$ cat src/unique_value_stack_engine_unit_defines.svh
// Assertion macros for the unique value stack engine.
// Used by the top level only; define NO_ASSERTIONS to drop them.
`ifndef UNIQUE_VALUE_STACK_ENGINE_UNIT_DEFINES_SVH
`define UNIQUE_VALUE_STACK_ENGINE_UNIT_DEFINES_SVH
`ifndef NO_ASSERTIONS
`define UVS_ASSERT_IMPL(label, clk, rst_n, ante, cons) \
    label: assert property (@(posedge clk) disable iff (!rst_n) (ante) |-> (cons)) \
        else $error("assertion failed");
`define UVS_ASSERT_NEXT(label, clk, rst_n, ante, cons) \
    label: assert property (@(posedge clk) disable iff (!rst_n) (ante) |=> (cons)) \
        else $error("assertion failed");
`else
`define UVS_ASSERT_IMPL(label, clk, rst_n, ante, cons)
`define UVS_ASSERT_NEXT(label, clk, rst_n, ante, cons)
`endif
`endif

$ cat src/uvs_pkg.sv
// Types and codes for the unique value stack engine.
// No dependencies.
`default_nettype none
package uvs_pkg;
    typedef enum logic [2:0] {
        FN_PUSH = 3'd0, FN_POP = 3'd1, FN_SWAP = 3'd2, FN_DELETE = 3'd3,
        FN_SEARCH = 3'd4, FN_REVERSE = 3'd5, FN_SORT = 3'd6, FN_QUERY = 3'd7
    } func_t;

    typedef enum logic [2:0] {
        ST_OK = 3'd0, ST_OVERFLOW = 3'd1, ST_DUPLICATE = 3'd2,
        ST_EMPTY = 3'd3, ST_NOT_FOUND = 3'd4, ST_FEW = 3'd5
    } status_t;

    typedef struct packed {
        logic [2:0]         func;
        logic signed [31:0] operand;
    } in_word_t;

    typedef struct packed {
        logic [2:0]         status;
        logic signed [31:0] out_value;
        logic [3:0]         match_index;
        logic [4:0]         count;
        logic signed [31:0] top_value;
        logic               top_valid;
    } out_word_t;

    typedef enum logic [4:0] {
        S_IDLE, S_SCAN, S_SCAN_WAIT, S_DECIDE, S_SHIFT_RD, S_SHIFT_WR,
        S_REV_RD, S_REV_RD2, S_REV_WR, S_REV_WR2,
        S_SORT_RD, S_SORT_CMP, S_SORT_WR,
        S_TOP_RD, S_TOP_WAIT, S_DONE
    } state_t;

    typedef struct packed {
        logic        we;
        logic [31:0] wdata;
    } mem_wr_t;
endpackage
`default_nettype wire

$ cat src/uvs_mem.sv
// Entry memory of the stack: one write port, one registered read port.
// Depends on uvs_pkg.
`default_nettype none
module uvs_mem #(
    parameter int DEPTH = 16,
    parameter int AW = 4
) (
    input  wire logic            clk,
    input  wire uvs_pkg::mem_wr_t wr,
    input  wire logic [AW-1:0]   waddr,
    input  wire logic [AW-1:0]   raddr,
    output logic [31:0]          rdata
);
    logic [31:0] mem [DEPTH];

    always_ff @(posedge clk)
    begin
        if (wr.we)
        begin
            mem[waddr] <= wr.wdata;
        end
        rdata <= mem[raddr];
    end
endmodule
`default_nettype wire

$ cat src/unique_value_stack_engine_unit.sv
// Unique value stack engine: one result word per command word.
// Push, delete and search first scan the held entries for the operand; delete then shifts
// the entries above the match down, swap and reverse exchange entries in pairs, and sort
// inserts each entry above the bottom into place, all through the single entry memory.
// Next command is taken the cycle after the result word leaves. Reset clears fill and control.
`default_nettype none
`include "unique_value_stack_engine_unit_defines.svh"
module unique_value_stack_engine_unit #(
    parameter int DEPTH = 16
) (
    input  wire logic              clk,
    input  wire logic              rst_n,
    input  wire logic              in_valid,
    output logic                   in_stall,
    input  wire uvs_pkg::in_word_t in_data,
    output logic                   out_valid,
    input  wire logic              out_stall,
    output uvs_pkg::out_word_t     out_data
);
    localparam int AW = (DEPTH > 1) ? $clog2(DEPTH) : 1;
    localparam int CW = $clog2(DEPTH + 1);

    uvs_pkg::state_t state_reg, state_next;
    logic [CW-1:0] fill_reg, fill_next;
    logic [2:0]    func_reg, func_next;
    logic [31:0]   opnd_reg, opnd_next;
    logic [CW-1:0] i_reg, i_next;
    logic [CW-1:0] j_reg, j_next;
    logic [CW-1:0] pos_reg, pos_next;
    logic [31:0]   t_reg, t_next;
    logic [31:0]   u_reg, u_next;
    logic [2:0]    st_reg, st_next;
    logic [31:0]   val_reg, val_next;
    logic [CW-1:0] idx_reg, idx_next;
    logic          ov_reg, ov_next;
    uvs_pkg::out_word_t od_reg, od_next;

    uvs_pkg::mem_wr_t wr;
    logic [AW-1:0] waddr, raddr;
    logic [31:0]   rdata;
    logic          sort_shift;

    uvs_mem #(.DEPTH(DEPTH), .AW(AW)) u_mem (
        .clk(clk), .wr(wr), .waddr(waddr), .raddr(raddr), .rdata(rdata)
    );

    logic accept;
    assign in_stall  = (state_reg != uvs_pkg::S_IDLE) || ov_reg;
    assign accept    = in_valid && !in_stall;
    assign out_valid = ov_reg;
    assign out_data  = od_reg;

    function automatic logic lt_s(input logic [31:0] a, input logic [31:0] b);
        lt_s = $signed(a) < $signed(b);
    endfunction

    assign sort_shift = (j_reg != '0) && lt_s(t_reg, rdata);

    always_comb
    begin
        state_next = state_reg;
        fill_next = fill_reg;
        func_next = func_reg;
        opnd_next = opnd_reg;
        i_next = i_reg;
        j_next = j_reg;
        pos_next = pos_reg;
        t_next = t_reg;
        u_next = u_reg;
        st_next = st_reg;
        val_next = val_reg;
        idx_next = idx_reg;
        ov_next = ov_reg;
        od_next = od_reg;
        if (ov_reg && !out_stall)
        begin
            ov_next = 1'b0;
        end
        unique case (state_reg)
            uvs_pkg::S_IDLE:
            begin
                if (accept)
                begin
                    func_next = in_data.func;
                    opnd_next = in_data.operand;
                    st_next = uvs_pkg::ST_OK;
                    val_next = 32'd0;
                    idx_next = '0;
                    i_next = '0;
                    pos_next = fill_reg;
                    priority case (in_data.func)
                        uvs_pkg::FN_PUSH, uvs_pkg::FN_DELETE, uvs_pkg::FN_SEARCH:
                        begin
                            val_next = in_data.operand;
                            state_next = uvs_pkg::S_SCAN;
                        end
                        uvs_pkg::FN_REVERSE:
                        begin
                            j_next = fill_reg - 1'b1;
                            state_next = uvs_pkg::S_REV_RD;
                        end
                        uvs_pkg::FN_SORT:
                        begin
                            i_next = CW'(1);
                            state_next = uvs_pkg::S_SORT_RD;
                        end
                        default:
                        begin
                            state_next = uvs_pkg::S_DECIDE;
                        end
                    endcase
                end
            end
            uvs_pkg::S_SCAN:
            begin
                if (i_reg >= fill_reg)
                begin
                    state_next = uvs_pkg::S_DECIDE;
                end
                else
                begin
                    state_next = uvs_pkg::S_SCAN_WAIT;
                end
            end
            uvs_pkg::S_SCAN_WAIT:
            begin
                if (rdata == opnd_reg)
                begin
                    pos_next = i_reg;
                end
                i_next = i_reg + 1'b1;
                state_next = uvs_pkg::S_SCAN;
            end
            uvs_pkg::S_DECIDE:
            begin
                state_next = uvs_pkg::S_TOP_RD;
                priority case (func_reg)
                    uvs_pkg::FN_PUSH:
                    begin
                        if (pos_reg < fill_reg)
                        begin
                            st_next = uvs_pkg::ST_DUPLICATE;
                        end
                        else if (fill_reg >= CW'(DEPTH))
                        begin
                            st_next = uvs_pkg::ST_OVERFLOW;
                        end
                        else
                        begin
                            fill_next = fill_reg + 1'b1;
                        end
                    end
                    uvs_pkg::FN_DELETE, uvs_pkg::FN_SEARCH:
                    begin
                        if (fill_reg == '0)
                        begin
                            st_next = uvs_pkg::ST_EMPTY;
                        end
                        else if (pos_reg >= fill_reg)
                        begin
                            st_next = uvs_pkg::ST_NOT_FOUND;
                        end
                        else if (func_reg == uvs_pkg::FN_SEARCH)
                        begin
                            idx_next = pos_reg;
                        end
                        else
                        begin
                            i_next = pos_reg;
                            state_next = uvs_pkg::S_SHIFT_RD;
                        end
                    end
                    uvs_pkg::FN_POP:
                    begin
                        if (fill_reg == '0)
                        begin
                            st_next = uvs_pkg::ST_EMPTY;
                        end
                        else
                        begin
                            fill_next = fill_reg - 1'b1;
                            ov_next = 1'b0;
                            i_next = '1;
                            state_next = uvs_pkg::S_TOP_WAIT;
                        end
                    end
                    uvs_pkg::FN_SWAP:
                    begin
                        if (fill_reg < CW'(2))
                        begin
                            st_next = uvs_pkg::ST_FEW;
                        end
                        else
                        begin
                            i_next = fill_reg - CW'(2);
                            j_next = fill_reg - 1'b1;
                            state_next = uvs_pkg::S_REV_RD;
                        end
                    end
                    default:
                    begin
                        if (fill_reg == '0)
                        begin
                            st_next = uvs_pkg::ST_EMPTY;
                        end
                    end
                endcase
            end
            uvs_pkg::S_SHIFT_RD:
            begin
                if (i_reg + 1'b1 >= fill_reg)
                begin
                    fill_next = fill_reg - 1'b1;
                    state_next = uvs_pkg::S_TOP_RD;
                end
                else
                begin
                    state_next = uvs_pkg::S_SHIFT_WR;
                end
            end
            uvs_pkg::S_SHIFT_WR:
            begin
                i_next = i_reg + 1'b1;
                state_next = uvs_pkg::S_SHIFT_RD;
            end
            uvs_pkg::S_REV_RD:
            begin
                if (fill_reg == '0)
                begin
                    st_next = uvs_pkg::ST_EMPTY;
                    state_next = uvs_pkg::S_TOP_RD;
                end
                else if (i_reg >= j_reg)
                begin
                    state_next = uvs_pkg::S_TOP_RD;
                end
                else
                begin
                    state_next = uvs_pkg::S_REV_RD2;
                end
            end
            uvs_pkg::S_REV_RD2:
            begin
                t_next = rdata;
                state_next = uvs_pkg::S_REV_WR;
            end
            uvs_pkg::S_REV_WR:
            begin
                state_next = uvs_pkg::S_REV_WR2;
            end
            uvs_pkg::S_REV_WR2:
            begin
                i_next = i_reg + 1'b1;
                j_next = j_reg - 1'b1;
                state_next = uvs_pkg::S_REV_RD;
            end
            uvs_pkg::S_SORT_RD:
            begin
                if (i_reg >= fill_reg)
                begin
                    state_next = uvs_pkg::S_TOP_RD;
                end
                else
                begin
                    j_next = i_reg;
                    state_next = uvs_pkg::S_SORT_CMP;
                    pos_next = '0;
                end
            end
            uvs_pkg::S_SORT_CMP:
            begin
                if (pos_reg == '0)
                begin
                    t_next = rdata;
                    pos_next = CW'(1);
                end
                state_next = uvs_pkg::S_SORT_WR;
            end
            uvs_pkg::S_SORT_WR:
            begin
                if (sort_shift)
                begin
                    j_next = j_reg - 1'b1;
                    state_next = uvs_pkg::S_SORT_CMP;
                end
                else
                begin
                    i_next = i_reg + 1'b1;
                    state_next = uvs_pkg::S_SORT_RD;
                end
            end
            uvs_pkg::S_TOP_RD:
            begin
                i_next = '0;
                state_next = uvs_pkg::S_TOP_WAIT;
            end
            uvs_pkg::S_TOP_WAIT:
            begin
                if (i_reg == '1)
                begin
                    val_next = rdata;
                    state_next = uvs_pkg::S_TOP_RD;
                end
                else
                begin
                    u_next = rdata;
                    state_next = uvs_pkg::S_DONE;
                end
            end
            uvs_pkg::S_DONE:
            begin
                if (!ov_reg)
                begin
                    od_next.status = st_reg;
                    od_next.count = 5'(fill_reg);
                    od_next.match_index = 4'(idx_reg);
                    od_next.top_valid = (fill_reg != '0);
                    od_next.top_value = (fill_reg != '0) ? u_reg : 32'd0;
                    od_next.out_value = val_reg;
                    if ((func_reg == uvs_pkg::FN_SWAP || func_reg == uvs_pkg::FN_QUERY)
                        && st_reg == uvs_pkg::ST_OK)
                    begin
                        od_next.out_value = u_reg;
                    end
                    ov_next = 1'b1;
                    state_next = uvs_pkg::S_IDLE;
                end
            end
            default:
            begin
                state_next = uvs_pkg::S_IDLE;
            end
        endcase
    end

    always_comb
    begin
        wr.we = 1'b0;
        wr.wdata = 32'd0;
        waddr = '0;
        raddr = '0;
        unique case (state_reg)
            uvs_pkg::S_SCAN:
            begin
                if (i_reg < fill_reg)
                begin
                    raddr = i_reg[AW-1:0];
                end
            end
            uvs_pkg::S_DECIDE:
            begin
                if (func_reg == uvs_pkg::FN_PUSH && pos_reg >= fill_reg
                    && fill_reg < CW'(DEPTH))
                begin
                    wr.we = 1'b1;
                    wr.wdata = opnd_reg;
                    waddr = fill_reg[AW-1:0];
                end
                if (func_reg == uvs_pkg::FN_POP && fill_reg != '0)
                begin
                    raddr = AW'(fill_reg - 1'b1);
                end
            end
            uvs_pkg::S_SHIFT_RD:
            begin
                if (i_reg + 1'b1 < fill_reg)
                begin
                    raddr = AW'(i_reg + 1'b1);
                end
            end
            uvs_pkg::S_SHIFT_WR:
            begin
                wr.we = 1'b1;
                wr.wdata = rdata;
                waddr = i_reg[AW-1:0];
            end
            uvs_pkg::S_REV_RD:
            begin
                if (fill_reg != '0 && i_reg < j_reg)
                begin
                    raddr = i_reg[AW-1:0];
                end
            end
            uvs_pkg::S_REV_RD2:
            begin
                raddr = j_reg[AW-1:0];
            end
            uvs_pkg::S_REV_WR:
            begin
                wr.we = 1'b1;
                wr.wdata = rdata;
                waddr = i_reg[AW-1:0];
            end
            uvs_pkg::S_REV_WR2:
            begin
                wr.we = 1'b1;
                wr.wdata = t_reg;
                waddr = j_reg[AW-1:0];
            end
            uvs_pkg::S_SORT_RD:
            begin
                if (i_reg < fill_reg)
                begin
                    raddr = i_reg[AW-1:0];
                end
            end
            uvs_pkg::S_SORT_CMP:
            begin
                raddr = AW'(j_reg - 1'b1);
            end
            uvs_pkg::S_SORT_WR:
            begin
                wr.we = 1'b1;
                wr.wdata = sort_shift ? rdata : t_reg;
                waddr = j_reg[AW-1:0];
            end
            uvs_pkg::S_TOP_RD:
            begin
                raddr = AW'(fill_reg - 1'b1);
            end
            default:
            begin
                raddr = '0;
            end
        endcase
    end

    always_ff @(posedge clk or negedge rst_n)
    begin
        if (!rst_n)
        begin
            state_reg <= uvs_pkg::S_IDLE;
            fill_reg <= '0;
            ov_reg <= 1'b0;
            j_reg <= '0;
            pos_reg <= '0;
        end
        else
        begin
            state_reg <= state_next;
            fill_reg <= fill_next;
            ov_reg <= ov_next;
            j_reg <= j_next;
            pos_reg <= pos_next;
        end
    end

    always_ff @(posedge clk)
    begin
        func_reg <= func_next;
        opnd_reg <= opnd_next;
        i_reg <= i_next;
        t_reg <= t_next;
        u_reg <= u_next;
        st_reg <= st_next;
        val_reg <= val_next;
        idx_reg <= idx_next;
        od_reg <= od_next;
    end

    `UVS_ASSERT_IMPL(a_fill_max, clk, rst_n, 1'b1, fill_reg <= CW'(DEPTH))
    `UVS_ASSERT_NEXT(a_out_hold, clk, rst_n, out_valid && out_stall, out_valid && $stable(out_data))
    `UVS_ASSERT_IMPL(a_no_take_busy, clk, rst_n, state_reg != uvs_pkg::S_IDLE, in_stall)
endmodule
`default_nettype wire
$ cat config.mk
export PLATFORM = sky130hd
export DESIGN_NAME = unique_value_stack_engine_unit
export DESIGN_NICKNAME = d
export VERILOG_FILES = /design/src/uvs_pkg.sv /design/src/uvs_mem.sv /design/src/unique_value_stack_engine_unit.sv
export VERILOG_INCLUDE_DIRS = /design/src /design/src/src
export SDC_FILE = /design/constraint.sdc
export NUM_CORES = 1
export LEC_CHECK = 0
export ABC_AREA = 1
export BUFFER_PORTS_ARGS = -buffer_cell sky130_fd_sc_hd__buf_2
export CAP_MARGIN = 20
export CORE_MARGIN = 2
export CORE_UTILIZATION = 45
export CTS_CLUSTER_DIAMETER = 40
export DETAILED_ROUTE_END_ITERATION = 8
export SETUP_SLACK_MARGIN = 0.4
export SYNTH_ARGS = -nofsm -noshare
export SYNTH_HDL_FRONTEND = slang
export SYNTH_SLANG_ARGS = --single-unit
$ cat constraint.sdc
create_clock -name clk -period 7.5 [get_ports clk]
set_input_delay 0.75 -clock clk [delete_from_list [all_inputs] [get_ports clk]]
set_output_delay 0.75 -clock clk [all_outputs]
set_load 0.03 [all_outputs]
# Yosys cells after proc, flatten, opt, wreduce, memory -nomap -nowiden
# Memories as Yosys holds them, arrays and structs flattened. A register that Yosys moved wholly into a read port is not among the register bits.
# Cells that the tools add are included.
[totals] word_cells=224 inputBits=39 n_memories=1 ff_bits=241 ramBits=512
[classes] addsub=5 n_reduce_logical=47 mux=84 magnitude_cmp=12 n_bitwise=2 eq_ne=54
[mem_list] memory="u_mem.mem" words=16 word_bits=32 read_ports=1 rd_ports_with_merged_regs=1 write_ports=1 line="uvs_mem.sv:14" source="logic [31:0] mem [DEPTH];"
[ops] operator="$mux 32" count=6
[ops] operator="$pmux 33 s4" count=1
[ops] operator="$pmux 32 s2" count=2
[ops] operator="$mux 5" count=23
[ops] operator="$pmux 5 s16" count=1
[ops] operator="$mux 4" count=17
[ops] operator="$pmux 5 s5" count=2
[ops] operator="$eq 5x4->1 const B" count=8
[ops] operator="$pmux 4 s3" count=3
[ops] operator="$mux 33" count=1
[ops] operator="$eq 32x32->1" count=1
[ops] operator="$lt 32x32->1" count=1
[ops] operator="$ne 2x2->1 const B" count=15
[ops] operator="$pmux 4 s7" count=1
[ops] operator="$ne 3x3->1 const B" count=9
[ops] operator="$reduce_bool 5->1" count=5
[ops] operator="$mux 3" count=8
[ops] operator="$eq 5x3->1 const B" count=4
[ops] operator="$ge 5x5->1" count=4
[ops] operator="$lt 5x5->1" count=4
[ops] operator="$pmux 5 s2" count=2
[ops] operator="$pmux 5 s4" count=1
[ops] operator="$pmux 3 s3" count=2
[ops] operator="$eq 3x3->1 const B" count=5
[ops] operator="35 further kinds" count=78

# Longest topological paths before layout
[logic_depth] word_depth=7 depth_mapped=21 mapped_depth_nobuf=19

# Modules after synthesis
# From an unflattened synthesis, not the netlist that was laid out.
[hier_totals] hier_cells=3459 hier_area_um2=35574.1
[modules_own_cells] module="uvs_mem" seq_area_each_um2=16015.4 n_inst=1 area_each_um2=22730.6 cells_per_inst=2120
[modules_own_cells] module="unique_value_stack_engine_unit" seq_area_each_um2=7106.8 n_inst=1 area_each_um2=12843.6 cells_per_inst=1339

# Worst setup path after synthesis
# No wires, ideal clock.
[synth_path] kind="register to register" start="register ov_reg, in the netlist out_valid" end="register od_reg (netlist bit out_data[0]) (enable)" stages_incl_launch_ff=2 setup_ps=609 setup_slack_ps=1020 t_arrival_ps=5871 path_buffers=0 cell_sequence="dfrtp_1 nor3_1"
[synth_between] elab_chain_cells=2
[synth_lines] item="start, declared" line="unique_value_stack_engine_unit.sv:35" source="logic ov_reg, ov_next;"
[synth_lines] item="start signal, assigned" line="unique_value_stack_engine_unit.sv:442" source="ov_reg <= ov_next;"
[synth_lines] item="$not 1->1 (no source line)"
[synth_lines] item="$reduce_and 2->1 (no source line)"
[synth_lines] item="end signal, assigned" line="unique_value_stack_engine_unit.sv:458" source="od_reg <= od_next;"
[synth_lines] item="end, declared" line="unique_value_stack_engine_unit.sv:36" source="uvs_pkg::out_word_t od_reg, od_next;"
# No other way between the ends.
# A chain may end at the register's enable or synchronous reset.

# Worst setup path after layout
[layout_path] start="register i_reg[0]" end="register u_mem.rdata[2], read port of u_mem.mem"
[layout_between] elab_chain_cells=4 elab_cells_between_ends=9
[layout_lines] item="start, declared" line="unique_value_stack_engine_unit.sv:27" source="logic [CW-1:0] i_reg, i_next;"
[layout_lines] item="start signal, assigned" line="unique_value_stack_engine_unit.sv:452" source="i_reg <= i_next;"
[layout_lines] item="$add 5x1->5 or $lt 5x5->1 (tied branches)" line="unique_value_stack_engine_unit.sv:368, unique_value_stack_engine_unit.sv:379"
[layout_lines] item="$lt 5x5->1 or $logic_and 1x1->1 (tied branches)" line="unique_value_stack_engine_unit.sv:366, unique_value_stack_engine_unit.sv:379"
[layout_lines] item="$mux 4 (on tied branches)" line="unique_value_stack_engine_unit.sv:366, unique_value_stack_engine_unit.sv:379"
[layout_lines] item="$pmux 4 s7 (*)" line="unique_value_stack_engine_unit.sv:342" source="unique case (state_reg)"
[layout_lines] item="end, declared" line="uvs_mem.sv:12" source="output logic [31:0] rdata"
# Every way passes the cells marked *; elsewhere a longest branch is shown, timed or not.

==> impl_metrics.tcl <==
set metrics [dict create \
    grt_pass1_wl_um 139300 \
    skew_ns 0.02720 \
    grt_overflow 0 \
    ctsResizeCount 0 \
    start_util_pct 45.53 \
    largest_register "u_mem.mem" \
    grt_pass1_vias 23197 \
    status "finished clean" \
    finalWorstSetupSlack_ns 2.562 \
    clock_sinks 784 \
    cts_setup_buffers 0 \
    synthArstFlopShare_pct 2.551 \
    period_share_pct 65.84 \
    syn_inst 3313 \
    power.density_nw_per_um2 474.0 \
    yosys.area.top_type_share_pct 62.32 \
    synth_edf_count 732 \
    min_path_type "in2async" \
    ys_top_cells_by_area "edfxtp_1 (62%), nand2_1 (8.9%), nand3_1 (7.8%)" \
    vdd_ir_drop_max_v 0.0004291 \
    post-route-min-period_ns 4.938 \
    die_w_um 284.0 \
    synth_most_common_cell "nand2_1" \
    dpl_worst_slack_ns 2.676 \
    rsz0062_at_grt "no" \
    grt_max_degree 174 \
    layout-drive-gt1-share_pct 11.95 \
    cp_data_arrival_time_ns 5.55 \
    die_area_um2 80640 \
    cts_hold_buffers 0 \
    worst-slew-pin-transition_ns 1.160 \
    drv_cap 0 \
    finalHoldViolCount 0 \
    h-tree-depth 3 \
    synth-seq-area-share_pct 65.56 \
    first_pass_iters 5 \
    avgSynthCellArea_um2 10.65 \
    post_drt_wl_per_cell_um 20.12 \
    cts_buffer_depth 3 \
    num_io_pins 118 \
    worst-setup-path-type "reg2reg" \
    crit_path_end_kind "flip-flop" \
    initialDrtViolationCount 2629 \
    wirelength_um 91680 \
    yosysTopAreaCell "edfxtp_1" \
    total_leakage_power_nw 16.41 \
    ys.flop_type "edfxtp_1" \
    route.detailed.drc 0 \
    critical_path.startpoint "i_reg[0]" \
    r2r_start "i_reg[0]" \
    clockRootBuffer "clkbuf_16" \
    synth_cell_types 50 \
    synthesis.nets 3412 \
    final_core_util_pct 52.83 \
    nets 3519 \
    antenna_found_initial 1 \
    synth_area_um2 35270 \
    clock.fmax_mhz 202.5 \
    largest_register_ff_count 512 \
    vias 24308 \
    report.final.slew_viol_count 0 \
    tns_ns 0 \
    cts_tree "built" \
    cts_buffers 112 \
    clk_latency_ns 0.67 \
    cp_max_fo 173 \
    finalSetupViolCount 0 \
    required_ns 8.11 \
    synthToLayoutAreaGrowth_pct 16.03 \
    ys_warn_count 0 \
    gp_congestion 0.9637 \
    diodes 0 \
    die_h_um 284.0 \
    relSlewSlack_pct 22.05 \
    port_buffers 117 \
    hpwl_um 53730 \
    core_um2 77470 \
    postRouteAntennaNets 0 \
    viasPerCell 5.335 \
    grtUsageTotal_pct 22.40 \
    std_cell_rows 102 \
    cp-start-kind "flip-flop" \
    ys_top_cells_by_count "nand2_1 (837), edfxtp_1 (732), nand3_1 (551)" \
    synth-seq-cells 784 \
    path_clk_slew_ns 0.06 \
]
## cell type report
cell class,count,area [um2]
Clock buffer,121,2867
Clock inverter,89,1102
Fill cell,6710,36540
Inverter,344,1291
Multi-Input combinational cell,2016,10260
Sequential cell,784,23120
Tap cell,1040,1301
Timing Repair Buffer,162,980.9
## metrics by stage
step	hold WS (ns)	power (mW)	std cells	cell area, um2
2_1_floorplan	0.4003	11.53	3313	35270
6_report	0.07828	19.40	4556	40930
3_5_place_dp	0.4045	13.93	4345	36940
5_1_grt	0.09312	20.53	4556	40930
3_3_place_gp	0.4027	13.86	4343	36890
4_1_cts	0.06862	19.42	4555	40910
## report_power, final
part,internal [mW],switching [mW]
Sequential,6.11,0.426
Combinational,2.04,5.36
Clock,3.38,2.08
Total,11.5,7.87
## metal layers
layer	global-route usage [%]	vias to the layer above	wire length [um]
met4	6.534	0	2021
met1	32.49	11572	41340
met2	34.80	932	41560
met3	3.609	159	6759
met5	0	-	0
li1	-	11645	-
## cells in the final DEF (no fill, tap or decap), drive strengths merged, types with 17 or more instances in the layout
cell / n
nand2: 845
edfxtp: 732
nand3: 552
inv: 364
buf: 162
o21ai: 144
nand3b: 135
clkbuf: 121
nor2: 121
ha: 60
a21oi: 38
clkinv: 36
dfxtp: 32
xor2: 26
dfrtp: 20
nand4: 18
clkinvlp: 17
## cells by family (layout without fill, tap and decap cells)
kind of cell / count (synthesis) / in the layout / synth area share [%]
simple gates: 1693 / 1693 / 21.82
fa+ha+maj: 60 / 60 / 2.128
xor+xnor: 32 / 32 / 0.7946
buf+inv: 513 / 716 / 5.931
compound gates: 228 / 228 / 3.689
flops: 784 / 784 / 65.56
mux: 3 / 3 / 0.08514
## worst paths after layout
| kind | cells after the start | endpoint | slack (ns) |
|---|---|---|---|
| worst max-delay path | 20 | u_mem.rdata[2] | 2.56 |
| worst min-delay path | 1 | fill_reg[3] | 0.08 |
| worst max register to register | 20 | u_mem.rdata[2] | 2.56 |
| worst min register to register | 0 | out_data[38] | 0.42 |
| max in group asynchronous | 1 | j_reg[4] | 7.05 |
| min in group clk | 1 | opnd_reg[7] | 0.28 |
## worst max-delay path, stage by stage (launching register included)
cell      delay, ns
edfxtp_1       0.62
ha_1           0.26
nand2_1        0.06
nor2_1         0.13
ha_1           0.26
ha_1           0.31
nand2_1        0.07
nor2_1         0.11
inv_1          0.06
or2_2          0.28
nand2_1        0.11
nor2_1         0.07
nor2_4         0.17
buf_4          0.73
buf_12         0.64
nand3_1        0.16
nand2_1        0.12
nand2_1        0.06
nand3_1        0.12
nand3_1        0.14
nand2_1        0.12
Power figures use the tool's default switching activity.
